--- src/sv/hhsv_pkg.sv ---
`default_nettype none

package hhsv_pkg;

    // Field widths of the input and output words.
    localparam int unsigned SEED_W        = 24;
    localparam int unsigned AREA_W        = 3;
    localparam int unsigned CHAN_W        = 16;

    localparam int unsigned FRAC_BITS_DEF = 16;

    // Area table, in hundredths of one.
    localparam int unsigned AREA_N = 5;
    localparam int unsigned MIN_SAT_H [AREA_N] = '{15, 30, 40, 55, 5};
    localparam int unsigned MAX_BRI_H [AREA_N] = '{85, 95, 100, 100, 80};
    localparam int unsigned HUNDRED   = 100;

    // A byte read as a fraction is over 255, and the hue circle has six
    // sectors of 255 steps each once the hue is multiplied by six.
    localparam int unsigned DIV_BASE   = 255;
    localparam int unsigned ROUND_255  = 127;
    localparam int unsigned HUE_MUL    = 6;

    // Divider by 255: operand width and the number of folds it needs.
    localparam int unsigned DIV_W      = 34;
    localparam int unsigned DIV_FOLDS  = 5;

    localparam int unsigned CH_N = 3;
    localparam int unsigned CH_R = 0;
    localparam int unsigned CH_G = 1;
    localparam int unsigned CH_B = 2;

    typedef enum logic [2:0] {
        SEC_RY = 3'd0,
        SEC_YG = 3'd1,
        SEC_GC = 3'd2,
        SEC_CB = 3'd3,
        SEC_BM = 3'd4,
        SEC_MR = 3'd5
    } t_sector;

    // Exact floor(n / 255). Since 256 = 255 + 1, n = 256a + b equals
    // 255a + (a + b); each fold moves a into the quotient and leaves a much
    // smaller remainder. After the folds the remainder is below 2 * 255.
    function automatic logic [DIV_W-1:0] div255(input logic [DIV_W-1:0] i_n);
        logic [DIV_W-1:0] q;
        logic [DIV_W-1:0] r;
        q = '0;
        r = i_n;
        for (int k = 0; k < DIV_FOLDS; k++) begin
            q = q + (r >> 8);
            r = (r >> 8) + DIV_W'(r[7:0]);
        end
        if (r >= DIV_W'(DIV_BASE)) begin
            q = q + DIV_W'(1);
        end
        return q;
    endfunction

endpackage

`default_nettype wire

--- src/sv/hhsv_if.sv ---
`default_nettype none

interface hhsv_in_if;
    logic                               valid;
    logic                               ready;
    logic [hhsv_pkg::SEED_W-1:0]        seed;
    logic [hhsv_pkg::AREA_W-1:0]        area;

    modport source (output valid, output seed, output area, input ready);
    modport sink   (input valid, input seed, input area, output ready);
endinterface

interface hhsv_out_if;
    logic                               valid;
    logic                               ready;
    logic [hhsv_pkg::CHAN_W-1:0]        red;
    logic [hhsv_pkg::CHAN_W-1:0]        green;
    logic [hhsv_pkg::CHAN_W-1:0]        blue;

    modport source (output valid, output red, output green, output blue, input ready);
    modport sink   (input valid, input red, input green, input blue, output ready);
endinterface

`default_nettype wire

--- src/sv/hashed_hsv_color_generator_core.sv ---
`default_nettype none

// Seeded HSV color generator: each input word carries a 24-bit seed (hue in
// bits 7:0, saturation in 15:8, value in 23:16) and an area code that picks a
// minimum saturation and a brightness cap (codes above 4 use area 0), and
// each produces one output word with red, green and blue as 16-bit fractions
// of one. The datapath is a seven-stage pipeline with one word per clock
// sustained while the output side does not stall; an accepted word passes
// through the stage registers in order. The stages are the area lookup with
// the byte products and hue sector, the two divide-by-255 stages (saturation
// and value share the second, the secondary component the fifth), the two
// multiplier stages between them, the sector mix and the rescale to 16 bits.
// The last stage is the output register, and the whole pipeline holds while
// a finished word waits there, so input ready is low only in that case.
// FRAC_BITS (8 to 24) sets the internal fraction precision. There is no
// state between words and nothing to clear after reset.
module hashed_hsv_color_generator_core #(
    parameter int unsigned FRAC_BITS = hhsv_pkg::FRAC_BITS_DEF
) (
    input  wire logic   i_clk,
    input  wire logic   i_rst_n,
    hhsv_in_if.sink     i_in,
    hhsv_out_if.source  o_out
);

    logic                       w_en;
    logic                       w_f_vld;
    logic [FRAC_BITS:0]         w_f_s;
    logic [FRAC_BITS:0]         w_f_v;
    hhsv_pkg::t_sector          w_f_sec;
    logic [7:0]                 w_f_w;
    logic                       w_c_vld;
    logic [FRAC_BITS:0]         w_c_c;
    logic [FRAC_BITS:0]         w_c_x;
    logic [FRAC_BITS:0]         w_c_m;
    hhsv_pkg::t_sector          w_c_sec;
    logic                       w_o_vld;

    // Every stage advances unless a finished word is waiting at the output.
    assign w_en       = !w_o_vld || o_out.ready;
    assign i_in.ready = w_en;
    assign o_out.valid = w_o_vld;

    hhsv_front #(
        .FRAC_BITS (FRAC_BITS)
    ) u_front (
        .i_clk   (i_clk),
        .i_rst_n (i_rst_n),
        .i_en    (w_en),
        .i_vld   (i_in.valid),
        .i_seed  (i_in.seed),
        .i_area  (i_in.area),
        .o_vld   (w_f_vld),
        .o_s     (w_f_s),
        .o_v     (w_f_v),
        .o_sec   (w_f_sec),
        .o_w     (w_f_w)
    );

    hhsv_chroma #(
        .FRAC_BITS (FRAC_BITS)
    ) u_chroma (
        .i_clk   (i_clk),
        .i_rst_n (i_rst_n),
        .i_en    (w_en),
        .i_vld   (w_f_vld),
        .i_s     (w_f_s),
        .i_v     (w_f_v),
        .i_sec   (w_f_sec),
        .i_w     (w_f_w),
        .o_vld   (w_c_vld),
        .o_c     (w_c_c),
        .o_x     (w_c_x),
        .o_m     (w_c_m),
        .o_sec   (w_c_sec)
    );

    hhsv_mix #(
        .FRAC_BITS (FRAC_BITS)
    ) u_mix (
        .i_clk   (i_clk),
        .i_rst_n (i_rst_n),
        .i_en    (w_en),
        .i_vld   (w_c_vld),
        .i_c     (w_c_c),
        .i_x     (w_c_x),
        .i_m     (w_c_m),
        .i_sec   (w_c_sec),
        .o_vld   (w_o_vld),
        .o_red   (o_out.red),
        .o_green (o_out.green),
        .o_blue  (o_out.blue)
    );

endmodule

`default_nettype wire

--- src/sv/hhsv_front.sv ---
`default_nettype none

module hhsv_front #(
    parameter int unsigned FRAC_BITS = hhsv_pkg::FRAC_BITS_DEF
) (
    input  wire logic                           i_clk,
    input  wire logic                           i_rst_n,
    input  wire logic                           i_en,
    input  wire logic                           i_vld,
    input  wire logic [hhsv_pkg::SEED_W-1:0]    i_seed,
    input  wire logic [hhsv_pkg::AREA_W-1:0]    i_area,
    output logic                                o_vld,
    output logic [FRAC_BITS:0]                  o_s,
    output logic [FRAC_BITS:0]                  o_v,
    output hhsv_pkg::t_sector                   o_sec,
    output logic [7:0]                          o_w
);

    localparam int unsigned     FW    = FRAC_BITS + 1;
    localparam int unsigned     PW    = FRAC_BITS + 9;
    localparam longint unsigned ONE   = 64'd1 << FRAC_BITS;
    localparam longint unsigned HALFH = 64'(hhsv_pkg::HUNDRED / 2);
    localparam longint unsigned HUND  = 64'(hhsv_pkg::HUNDRED);
    localparam logic [FW-1:0]   ONE_V = FW'(ONE);
    localparam int unsigned     SEG   = hhsv_pkg::DIV_BASE;

    localparam logic [FW-1:0] MS_TAB [hhsv_pkg::AREA_N] = '{
        FW'((64'(hhsv_pkg::MIN_SAT_H[0]) * ONE + HALFH) / HUND),
        FW'((64'(hhsv_pkg::MIN_SAT_H[1]) * ONE + HALFH) / HUND),
        FW'((64'(hhsv_pkg::MIN_SAT_H[2]) * ONE + HALFH) / HUND),
        FW'((64'(hhsv_pkg::MIN_SAT_H[3]) * ONE + HALFH) / HUND),
        FW'((64'(hhsv_pkg::MIN_SAT_H[4]) * ONE + HALFH) / HUND)
    };
    localparam logic [FW-1:0] MB_TAB [hhsv_pkg::AREA_N] = '{
        FW'((64'(hhsv_pkg::MAX_BRI_H[0]) * ONE + HALFH) / HUND),
        FW'((64'(hhsv_pkg::MAX_BRI_H[1]) * ONE + HALFH) / HUND),
        FW'((64'(hhsv_pkg::MAX_BRI_H[2]) * ONE + HALFH) / HUND),
        FW'((64'(hhsv_pkg::MAX_BRI_H[3]) * ONE + HALFH) / HUND),
        FW'((64'(hhsv_pkg::MAX_BRI_H[4]) * ONE + HALFH) / HUND)
    };

    // Stage 1: area lookup, the two byte products and the hue sector.
    logic [2:0]                 n_ix;
    logic [FW-1:0]              n_ms;
    logic [PW-1:0]              n_ps;
    logic [PW-1:0]              n_pv;
    logic [10:0]                n_h6;
    logic [8:0]                 n_t;
    logic [7:0]                 n_w;
    hhsv_pkg::t_sector          n_sec;

    logic                       r1_vld;
    logic [PW-1:0]              r1_ps;
    logic [PW-1:0]              r1_pv;
    logic [FW-1:0]              r1_ms;
    hhsv_pkg::t_sector          r1_sec;
    logic [7:0]                 r1_w;

    always_comb begin
        n_ix  = (i_area > 3'(hhsv_pkg::AREA_N - 1)) ? 3'd0 : i_area;
        n_ms  = MS_TAB[n_ix];
        n_ps  = PW'(i_seed[15:8]) * PW'(ONE_V - n_ms) + PW'(hhsv_pkg::ROUND_255);
        n_pv  = PW'(i_seed[23:16]) * PW'(MB_TAB[n_ix]) + PW'(hhsv_pkg::ROUND_255);
        n_h6  = 11'(i_seed[7:0]) * 11'(hhsv_pkg::HUE_MUL);

        // The top hue lands on 6 * 255 and is kept in the last sector.
        if (n_h6 >= 11'(5 * SEG)) begin
            n_sec = hhsv_pkg::SEC_MR;
        end else if (n_h6 >= 11'(4 * SEG)) begin
            n_sec = hhsv_pkg::SEC_BM;
        end else if (n_h6 >= 11'(3 * SEG)) begin
            n_sec = hhsv_pkg::SEC_CB;
        end else if (n_h6 >= 11'(2 * SEG)) begin
            n_sec = hhsv_pkg::SEC_GC;
        end else if (n_h6 >= 11'(SEG)) begin
            n_sec = hhsv_pkg::SEC_YG;
        end else begin
            n_sec = hhsv_pkg::SEC_RY;
        end

        if (n_h6 >= 11'(4 * SEG)) begin
            n_t = 9'(n_h6 - 11'(4 * SEG));
        end else if (n_h6 >= 11'(2 * SEG)) begin
            n_t = 9'(n_h6 - 11'(2 * SEG));
        end else begin
            n_t = 9'(n_h6);
        end

        // Triangle weight 255 - |t - 255|.
        n_w = (n_t >= 9'(SEG)) ? 8'(9'(2 * SEG) - n_t) : n_t[7:0];
    end

    always_ff @(posedge i_clk) begin
        if (!i_rst_n) begin
            r1_vld <= 1'b0;
        end else if (i_en) begin
            r1_vld <= i_vld;
        end
    end

    always_ff @(posedge i_clk) begin
        if (i_en) begin
            r1_ps  <= n_ps;
            r1_pv  <= n_pv;
            r1_ms  <= n_ms;
            r1_sec <= n_sec;
            r1_w   <= n_w;
        end
    end

    // Stage 2: both divisions by 255.
    logic [hhsv_pkg::DIV_W-1:0] w_qs;
    logic [hhsv_pkg::DIV_W-1:0] w_qv;
    logic [FW-1:0]              n_s;
    logic [FW-1:0]              n_v;

    logic                       r2_vld;
    logic [FW-1:0]              r2_s;
    logic [FW-1:0]              r2_v;
    hhsv_pkg::t_sector          r2_sec;
    logic [7:0]                 r2_w;

    always_comb begin
        w_qs = hhsv_pkg::div255(hhsv_pkg::DIV_W'(r1_ps));
        w_qv = hhsv_pkg::div255(hhsv_pkg::DIV_W'(r1_pv));
        n_s  = r1_ms + w_qs[FW-1:0];
        n_v  = w_qv[FW-1:0];
    end

    always_ff @(posedge i_clk) begin
        if (!i_rst_n) begin
            r2_vld <= 1'b0;
        end else if (i_en) begin
            r2_vld <= r1_vld;
        end
    end

    always_ff @(posedge i_clk) begin
        if (i_en) begin
            r2_s   <= n_s;
            r2_v   <= n_v;
            r2_sec <= r1_sec;
            r2_w   <= r1_w;
        end
    end

    assign o_vld = r2_vld;
    assign o_s   = r2_s;
    assign o_v   = r2_v;
    assign o_sec = r2_sec;
    assign o_w   = r2_w;

    a_sat_in_range: assert property (@(posedge i_clk) disable iff (!i_rst_n)
        r2_vld |-> (r2_s <= ONE_V))
        else $error("saturation above one");

    a_val_in_range: assert property (@(posedge i_clk) disable iff (!i_rst_n)
        r2_vld |-> (r2_v <= ONE_V))
        else $error("value above one");

endmodule

`default_nettype wire

--- src/sv/hhsv_chroma.sv ---
`default_nettype none

module hhsv_chroma #(
    parameter int unsigned FRAC_BITS = hhsv_pkg::FRAC_BITS_DEF
) (
    input  wire logic                   i_clk,
    input  wire logic                   i_rst_n,
    input  wire logic                   i_en,
    input  wire logic                   i_vld,
    input  wire logic [FRAC_BITS:0]     i_s,
    input  wire logic [FRAC_BITS:0]     i_v,
    input  wire hhsv_pkg::t_sector      i_sec,
    input  wire logic [7:0]             i_w,
    output logic                        o_vld,
    output logic [FRAC_BITS:0]          o_c,
    output logic [FRAC_BITS:0]          o_x,
    output logic [FRAC_BITS:0]          o_m,
    output hhsv_pkg::t_sector           o_sec
);

    localparam int unsigned     FW   = FRAC_BITS + 1;
    localparam int unsigned     MW   = 2 * FW;
    localparam int unsigned     XW   = FW + 8;
    localparam longint unsigned HALF = 64'd1 << (FRAC_BITS - 1);

    // Stage 3: chroma c = round(v * s), never above v.
    logic [MW-1:0]              n_prod;
    logic [FW-1:0]              n_craw;
    logic [FW-1:0]              n_c;

    logic                       r3_vld;
    logic [FW-1:0]              r3_c;
    logic [FW-1:0]              r3_v;
    hhsv_pkg::t_sector          r3_sec;
    logic [7:0]                 r3_w;

    always_comb begin
        n_prod = MW'(i_v) * MW'(i_s) + MW'(HALF);
        n_craw = n_prod[FRAC_BITS +: FW];
        n_c    = (n_craw > i_v) ? i_v : n_craw;
    end

    always_ff @(posedge i_clk) begin
        if (!i_rst_n) begin
            r3_vld <= 1'b0;
        end else if (i_en) begin
            r3_vld <= i_vld;
        end
    end

    always_ff @(posedge i_clk) begin
        if (i_en) begin
            r3_c   <= n_c;
            r3_v   <= i_v;
            r3_sec <= i_sec;
            r3_w   <= i_w;
        end
    end

    // Stage 4: product for the secondary component and the offset m.
    logic [XW-1:0]              n_xn;
    logic [FW-1:0]              n_m;

    logic                       r4_vld;
    logic [XW-1:0]              r4_xn;
    logic [FW-1:0]              r4_c;
    logic [FW-1:0]              r4_m;
    hhsv_pkg::t_sector          r4_sec;

    always_comb begin
        n_xn = XW'(r3_c) * XW'(r3_w) + XW'(hhsv_pkg::ROUND_255);
        n_m  = r3_v - r3_c;
    end

    always_ff @(posedge i_clk) begin
        if (!i_rst_n) begin
            r4_vld <= 1'b0;
        end else if (i_en) begin
            r4_vld <= r3_vld;
        end
    end

    always_ff @(posedge i_clk) begin
        if (i_en) begin
            r4_xn  <= n_xn;
            r4_c   <= r3_c;
            r4_m   <= n_m;
            r4_sec <= r3_sec;
        end
    end

    // Stage 5: x = round(c * w / 255).
    logic [hhsv_pkg::DIV_W-1:0] w_qx;

    logic                       r5_vld;
    logic [FW-1:0]              r5_x;
    logic [FW-1:0]              r5_c;
    logic [FW-1:0]              r5_m;
    hhsv_pkg::t_sector          r5_sec;

    assign w_qx = hhsv_pkg::div255(hhsv_pkg::DIV_W'(r4_xn));

    always_ff @(posedge i_clk) begin
        if (!i_rst_n) begin
            r5_vld <= 1'b0;
        end else if (i_en) begin
            r5_vld <= r4_vld;
        end
    end

    always_ff @(posedge i_clk) begin
        if (i_en) begin
            r5_x   <= w_qx[FW-1:0];
            r5_c   <= r4_c;
            r5_m   <= r4_m;
            r5_sec <= r4_sec;
        end
    end

    assign o_vld = r5_vld;
    assign o_c   = r5_c;
    assign o_x   = r5_x;
    assign o_m   = r5_m;
    assign o_sec = r5_sec;

    a_chroma_le_val: assert property (@(posedge i_clk) disable iff (!i_rst_n)
        r3_vld |-> (r3_c <= r3_v))
        else $error("chroma exceeds value");

    a_x_le_chroma: assert property (@(posedge i_clk) disable iff (!i_rst_n)
        r5_vld |-> (r5_x <= r5_c))
        else $error("secondary component exceeds chroma");

endmodule

`default_nettype wire

--- src/sv/hhsv_mix.sv ---
`default_nettype none

module hhsv_mix #(
    parameter int unsigned FRAC_BITS = hhsv_pkg::FRAC_BITS_DEF
) (
    input  wire logic                           i_clk,
    input  wire logic                           i_rst_n,
    input  wire logic                           i_en,
    input  wire logic                           i_vld,
    input  wire logic [FRAC_BITS:0]             i_c,
    input  wire logic [FRAC_BITS:0]             i_x,
    input  wire logic [FRAC_BITS:0]             i_m,
    input  wire hhsv_pkg::t_sector              i_sec,
    output logic                                o_vld,
    output logic [hhsv_pkg::CHAN_W-1:0]         o_red,
    output logic [hhsv_pkg::CHAN_W-1:0]         o_green,
    output logic [hhsv_pkg::CHAN_W-1:0]         o_blue
);

    localparam int unsigned     FW   = FRAC_BITS + 1;
    localparam int unsigned     CW   = hhsv_pkg::CHAN_W;
    localparam int unsigned     SW   = FW + CW;
    localparam longint unsigned HALF = 64'd1 << (FRAC_BITS - 1);

    // Stage 6: place c and x by sector and add the offset m.
    logic [FW-1:0]  n_sel [hhsv_pkg::CH_N];
    logic [FW-1:0]  n_ch  [hhsv_pkg::CH_N];

    logic           r6_vld;
    logic [FW-1:0]  r6_ch [hhsv_pkg::CH_N];
    logic [FW-1:0]  r6_v;

    always_comb begin
        unique case (i_sec)
            hhsv_pkg::SEC_RY: begin
                n_sel[hhsv_pkg::CH_R] = i_c;
                n_sel[hhsv_pkg::CH_G] = i_x;
                n_sel[hhsv_pkg::CH_B] = '0;
            end
            hhsv_pkg::SEC_YG: begin
                n_sel[hhsv_pkg::CH_R] = i_x;
                n_sel[hhsv_pkg::CH_G] = i_c;
                n_sel[hhsv_pkg::CH_B] = '0;
            end
            hhsv_pkg::SEC_GC: begin
                n_sel[hhsv_pkg::CH_R] = '0;
                n_sel[hhsv_pkg::CH_G] = i_c;
                n_sel[hhsv_pkg::CH_B] = i_x;
            end
            hhsv_pkg::SEC_CB: begin
                n_sel[hhsv_pkg::CH_R] = '0;
                n_sel[hhsv_pkg::CH_G] = i_x;
                n_sel[hhsv_pkg::CH_B] = i_c;
            end
            hhsv_pkg::SEC_BM: begin
                n_sel[hhsv_pkg::CH_R] = i_x;
                n_sel[hhsv_pkg::CH_G] = '0;
                n_sel[hhsv_pkg::CH_B] = i_c;
            end
            default: begin
                n_sel[hhsv_pkg::CH_R] = i_c;
                n_sel[hhsv_pkg::CH_G] = '0;
                n_sel[hhsv_pkg::CH_B] = i_x;
            end
        endcase
        for (int k = 0; k < hhsv_pkg::CH_N; k++) begin
            n_ch[k] = n_sel[k] + i_m;
        end
    end

    always_ff @(posedge i_clk) begin
        if (!i_rst_n) begin
            r6_vld <= 1'b0;
        end else if (i_en) begin
            r6_vld <= i_vld;
        end
    end

    always_ff @(posedge i_clk) begin
        if (i_en) begin
            for (int k = 0; k < hhsv_pkg::CH_N; k++) begin
                r6_ch[k] <= n_ch[k];
            end
            r6_v <= i_c + i_m;
        end
    end

    // Stage 7: rescale to 16 bits, ch * 65535 done as a shift and subtract.
    logic [SW-1:0]  n_sc  [hhsv_pkg::CH_N];
    logic [CW:0]    n_q   [hhsv_pkg::CH_N];
    logic [CW-1:0]  n_out [hhsv_pkg::CH_N];

    logic           r7_vld;
    logic [CW-1:0]  r7_out [hhsv_pkg::CH_N];

    always_comb begin
        for (int k = 0; k < hhsv_pkg::CH_N; k++) begin
            n_sc[k]  = {r6_ch[k], {CW{1'b0}}} - SW'(r6_ch[k]) + SW'(HALF);
            n_q[k]   = n_sc[k][FRAC_BITS +: (CW + 1)];
            n_out[k] = n_q[k][CW] ? {CW{1'b1}} : n_q[k][CW-1:0];
        end
    end

    always_ff @(posedge i_clk) begin
        if (!i_rst_n) begin
            r7_vld <= 1'b0;
        end else if (i_en) begin
            r7_vld <= r6_vld;
        end
    end

    always_ff @(posedge i_clk) begin
        if (i_en) begin
            for (int k = 0; k < hhsv_pkg::CH_N; k++) begin
                r7_out[k] <= n_out[k];
            end
        end
    end

    assign o_vld   = r7_vld;
    assign o_red   = r7_out[hhsv_pkg::CH_R];
    assign o_green = r7_out[hhsv_pkg::CH_G];
    assign o_blue  = r7_out[hhsv_pkg::CH_B];

    // The channel that carries the chroma always reaches the full value.
    a_peak_is_value: assert property (@(posedge i_clk) disable iff (!i_rst_n)
        r6_vld |-> (r6_ch[hhsv_pkg::CH_R] == r6_v || r6_ch[hhsv_pkg::CH_G] == r6_v
                    || r6_ch[hhsv_pkg::CH_B] == r6_v))
        else $error("no channel at full value");

endmodule

`default_nettype wire

--- src/flat_wrapper.sv ---
// flat-port wrapper written by rule: the top's interface ports become plain ports
module hashed_hsv_color_generator_core_flat 
#(
    parameter int unsigned FRAC_BITS = hhsv_pkg::FRAC_BITS_DEF
)
  (i_clk, i_rst_n, i_in_valid, i_in_seed, i_in_area, i_in_ready, o_out_valid, o_out_red, o_out_green, o_out_blue, o_out_ready);
  hhsv_in_if i_in_i ();
  hhsv_out_if o_out_i ();
  input  wire logic i_clk;
  input  wire logic i_rst_n;
  input wire logic [$bits(i_in_i.valid)-1:0] i_in_valid;
  input wire logic [$bits(i_in_i.seed)-1:0] i_in_seed;
  input wire logic [$bits(i_in_i.area)-1:0] i_in_area;
  output wire logic [$bits(i_in_i.ready)-1:0] i_in_ready;
  output wire logic [$bits(o_out_i.valid)-1:0] o_out_valid;
  output wire logic [$bits(o_out_i.red)-1:0] o_out_red;
  output wire logic [$bits(o_out_i.green)-1:0] o_out_green;
  output wire logic [$bits(o_out_i.blue)-1:0] o_out_blue;
  input wire logic [$bits(o_out_i.ready)-1:0] o_out_ready;
  assign i_in_i.valid = i_in_valid;
  assign i_in_i.seed = i_in_seed;
  assign i_in_i.area = i_in_area;
  assign i_in_ready = i_in_i.ready;
  assign o_out_valid = o_out_i.valid;
  assign o_out_red = o_out_i.red;
  assign o_out_green = o_out_i.green;
  assign o_out_blue = o_out_i.blue;
  assign o_out_i.ready = o_out_ready;
  hashed_hsv_color_generator_core #(.FRAC_BITS(FRAC_BITS)) u_core (.i_clk(i_clk), .i_rst_n(i_rst_n), .i_in(i_in_i), .o_out(o_out_i));
endmodule
--- config.mk ---
export PLATFORM = sky130hd
export DESIGN_NAME = hashed_hsv_color_generator_core_flat
export DESIGN_NICKNAME = d
export VERILOG_FILES = /design/src/sv/hhsv_pkg.sv /design/src/sv/hhsv_if.sv /design/src/sv/hashed_hsv_color_generator_core.sv /design/src/sv/hhsv_front.sv /design/src/sv/hhsv_chroma.sv /design/src/sv/hhsv_mix.sv /design/src/flat_wrapper.sv
export SDC_FILE = /design/constraint.sdc
export NUM_CORES = 2
export LEC_CHECK = 0
export BUFFER_PORTS_ARGS = -buffer_cell sky130_fd_sc_hd__buf_2
export CORE_AREA = 3 3 386 388
export CTS_BUF_LIST = sky130_fd_sc_hd__clkbuf_4 sky130_fd_sc_hd__clkbuf_8 sky130_fd_sc_hd__clkbuf_16
export CTS_CLUSTER_DIAMETER = 80
export CTS_CLUSTER_SIZE = 40
export DETAILED_ROUTE_END_ITERATION = 16
export DIE_AREA = 0 0 389 391
export GPL_TIMING_DRIVEN = 0
export PLACE_DENSITY = 0.43
export RECOVER_POWER = 50
export SLEW_MARGIN = 20
export SYNTH_ARGS = -nofsm -noshare
export SYNTH_HDL_FRONTEND = slang
export SYNTH_SLANG_ARGS = --single-unit
--- constraint.sdc ---
create_clock -name i_clk -period 30.5 [get_ports i_clk]
set_input_delay 3.05 -clock i_clk [delete_from_list [all_inputs] [get_ports i_clk]]
set_output_delay 3.05 -clock i_clk [all_outputs]
set_load 0.05 [all_outputs]
==> flow_metrics.env <==
export IMPL_finalCriticalPeriod_ns=13.69
export IMPL_dieWidth_um=389
export IMPL_placementRows=140
export IMPL_muxShareOfSynthArea_pct=0.573
export IMPL_layout_drive_gt1_share_pct=3.73
export IMPL_vias=29200
export IMPL_synth_edf_count=366
export IMPL_root_buffer="clkbuf_16"
export IMPL_status="complete, but fails checks"
export IMPL_min_path_cells=0
export IMPL_grt_pass1_vias=30600
export IMPL_cts_sinks=373
export IMPL_cts_htree_levels=2
export IMPL_rr_worst_depth=31
export IMPL_routed_via_density=4.54
export IMPL_syn_nets=5393
export IMPL_critPathArrivalTime_ns=10.64
export IMPL_antennaDiodeCount=0
export IMPL_tritoncts="yes"
export IMPL_synth_simple_area_share_pct=13.4
export IMPL_mostFrequentLayoutCell="inv_1"
export IMPL_synth_ff_type="edfxtp_1"
export IMPL_grt_pass1_wl_um=172000
export IMPL_worstMarginPinSlew_ns=5.70
export IMPL_timing_rr_end="u_core.u_chroma.r3_c[10]"
export IMPL_min_period_over_period_pct=44.9
export IMPL_hold_buffers=0
export IMPL_max_cap_viol_count=2
export IMPL_path_class="in2out"
export IMPL_worstHoldPathType="reg2reg"
export IMPL_ant_nets=0
export IMPL_relSlewSlack_pct=-280
export IMPL_final_setup_viol_count=0
export IMPL_core_area_mm2=0.146
export IMPL_numCtsBuffers=34
export IMPL_synth_seq_area_share_pct=25.5
export IMPL_startpoint_type="input port"
export IMPL_min_from="u_core.u_front.o_w[6]"
export IMPL_grtUsageTotal_pct=14.3
export IMPL_rrSetupSlack_ns=19.41
export IMPL_cp_required_ns=27.45
export IMPL_synth_top_family_by_area="adder cells"
export IMPL_drc=0
export IMPL_rsz0062_at_grt="false"
export IMPL_drtIter0Drc=1137
export IMPL_finalHoldViolCount=0
export IMPL_ios=81
export IMPL_synth_fa_ha_area_share_pct=37.1
export IMPL_cp_end_kind="primary output"
export IMPL_clock_latency_ns=0.61
export IMPL_synth_compound_gate_area_share_pct=9.02
export IMPL_violations="capacitance limit, slew limit"
export IMPL_synth_area_mm2=0.0437
export IMPL_clock_path_buffers=3
export IMPL_clk_pin_slew_ns=0.09
export IMPL_dp_hpwl_um=87100
export IMPL_layout_nets=5512
export IMPL_ys_ff_latch=373
export IMPL_gp_congestion=0.826
export IMPL_fin_tns_setup_ns=0
export IMPL_wl_per_cell_um=16.6
export IMPL_path_max_fanout=104
export IMPL_min_to="u_core.u_chroma.r3_w[6]"
export IMPL_initial_core_util_pct=30.0
export IMPL_async_reset_ff_share_pct=0
export IMPL_syn_inst=4356
export IMPL_slew_violations=182
export IMPL_postCtsSetupBuffers=0
export IMPL_cts_resized=0
export IMPL_routed_wl_um=107000
export IMPL_fmax_mhz=73.0
export IMPL_portBuffers=80
export IMPL_die_area_mm2=0.152
export IMPL_grt_ovfl_total=0
export IMPL_synth_area_per_cell_um2=10.0
export IMPL_r2r_start="u_core.u_front.o_v[11]"
export IMPL_synthXorXnorAreaFrac_pct=7.25
export IMPL_antenna_found_initial=1
export IMPL_dr_pass1_iters=5
export IMPL_die_h_um=391
export IMPL_yosysUniqueCellTypes=87
export IMPL_areaGrowthSynthToFinish_pct=9.08
export IMPL_layout_common_cells="inv_1 (735), ha_1 (527), fa_1 (479)"
export IMPL_skew_ns=0.0286
export IMPL_synth_warnings=0
export IMPL_grt_max_degree=105
[layer usage]
metal | part of all wire (%) | global-route usage (%) | up-vias
li1 | - | - | 14600
met1 | 46 | 18.6 | 14100
met2 | 49 | 25.2 | 328
met3 | 2.8 | 1.65 | 112
met4 | 2.1 | 3.43 | 0
met5 | 0 | 0 | -
[worst max-delay path, cell delays in order]
cell,delay (ns)
buf_2,0.07
nor2b_1,0.03
clkbuf_1,0.18
clkinvlp_2,1.93
clkbuf_1,4.09
buf_16,0.32
buf_16,0.43
buf_2,0.36
[cells by family after synthesis]
| group | count (synthesis) |
|---|---|
| AOI/OAI and AO/OA | 590 |
| xor gates and xnor gates | 359 |
| adders and majority gates | 1007 |
| buffers and inverters | 829 |
| DFF | 373 |
| muxes | 23 |
| and+or+nand+nor | 1175 |
[cell usage after synthesis, drive strengths merged (10+ instances only)]
cell	number	area share [%]
a211oi	10	0.19
a21boi	26	0.45
a21o	60	1.0
a21oi	161	1.9
a22o	48	0.96
and2	234	3.4
and3	45	0.64
clkbuf	90	0.77
edfxtp	366	25
fa	479	22
ha	527	15
inv	736	6.3
mux2	16	0.41
nand2	404	3.5
nand2b	35	0.50
nand3	62	0.71
nand3b	11	0.19
nand4	19	0.27
nor2	190	1.6
nor2b	55	0.79
nor3	43	0.53
nor4	16	0.23
o21a	20	0.34
o21ai	113	1.3
o21bai	68	1.2
or3	15	0.23
or4	12	0.21
xnor2	259	5.2
xor2	99	2.0
[flip-flops by register name, summed over array words and instances, names as in the netlist, 24 cells and up]
| name | cells |
|---|---|
| u_core.u_mix.r6_ch | 51 |
| u_core.u_chroma.r4_xn | 24 |
| u_core.u_front.r1_pv | 25 |
| u_core.u_mix.r7_out | 48 |
| u_core.u_front.r1_ps | 25 |
[worst max path at each step]
stage	cells after the start	startpoint	slack (ns)	to
after global placement	5	o_out_ready	11.94	i_in_ready
after global routing	8	o_out_ready	15.79	i_in_ready
after floorplan	3	o_out_ready	16.80	i_in_ready
after detailed placement	31	u_core.u_front.o_v[11]	19.22	u_core.u_chroma.r3_c[11]
after CTS	31	u_core.u_front.o_v[11]	19.20	u_core.u_chroma.r3_c[10]
final	8	o_out_ready	16.81	i_in_ready
[per-stage QoR]
stage                     setup slack [ns]  utilization (%)  cell area, µm²  hold slack, ns  instances
after floorplan                      16.80                -           43700           0.400       4356
final                                16.81             32.7           47600           0.394       6418
after global placement               11.94             31.9           46500           0.401       6353
after detailed placement             19.22             31.9           46500           0.405       6356
after global routing                 15.79             32.7           47600           0.397       6418
after CTS                            19.20             32.7           47700           0.391       6418
[final cells by class]
class,count,area (µm²)
fill,15200,98100
multi-input combinational,3154,29400
sequential,373,11100
inverter,737,2770
tap,1917,2400
clock buffer,39,888
timing repair buffer,83,432
buffer,92,349
clock inverter,23,243
Power is left out: the tool's default activity adds up to more than one toggle a clock period on the data nets, which glitch-free logic cannot reach.
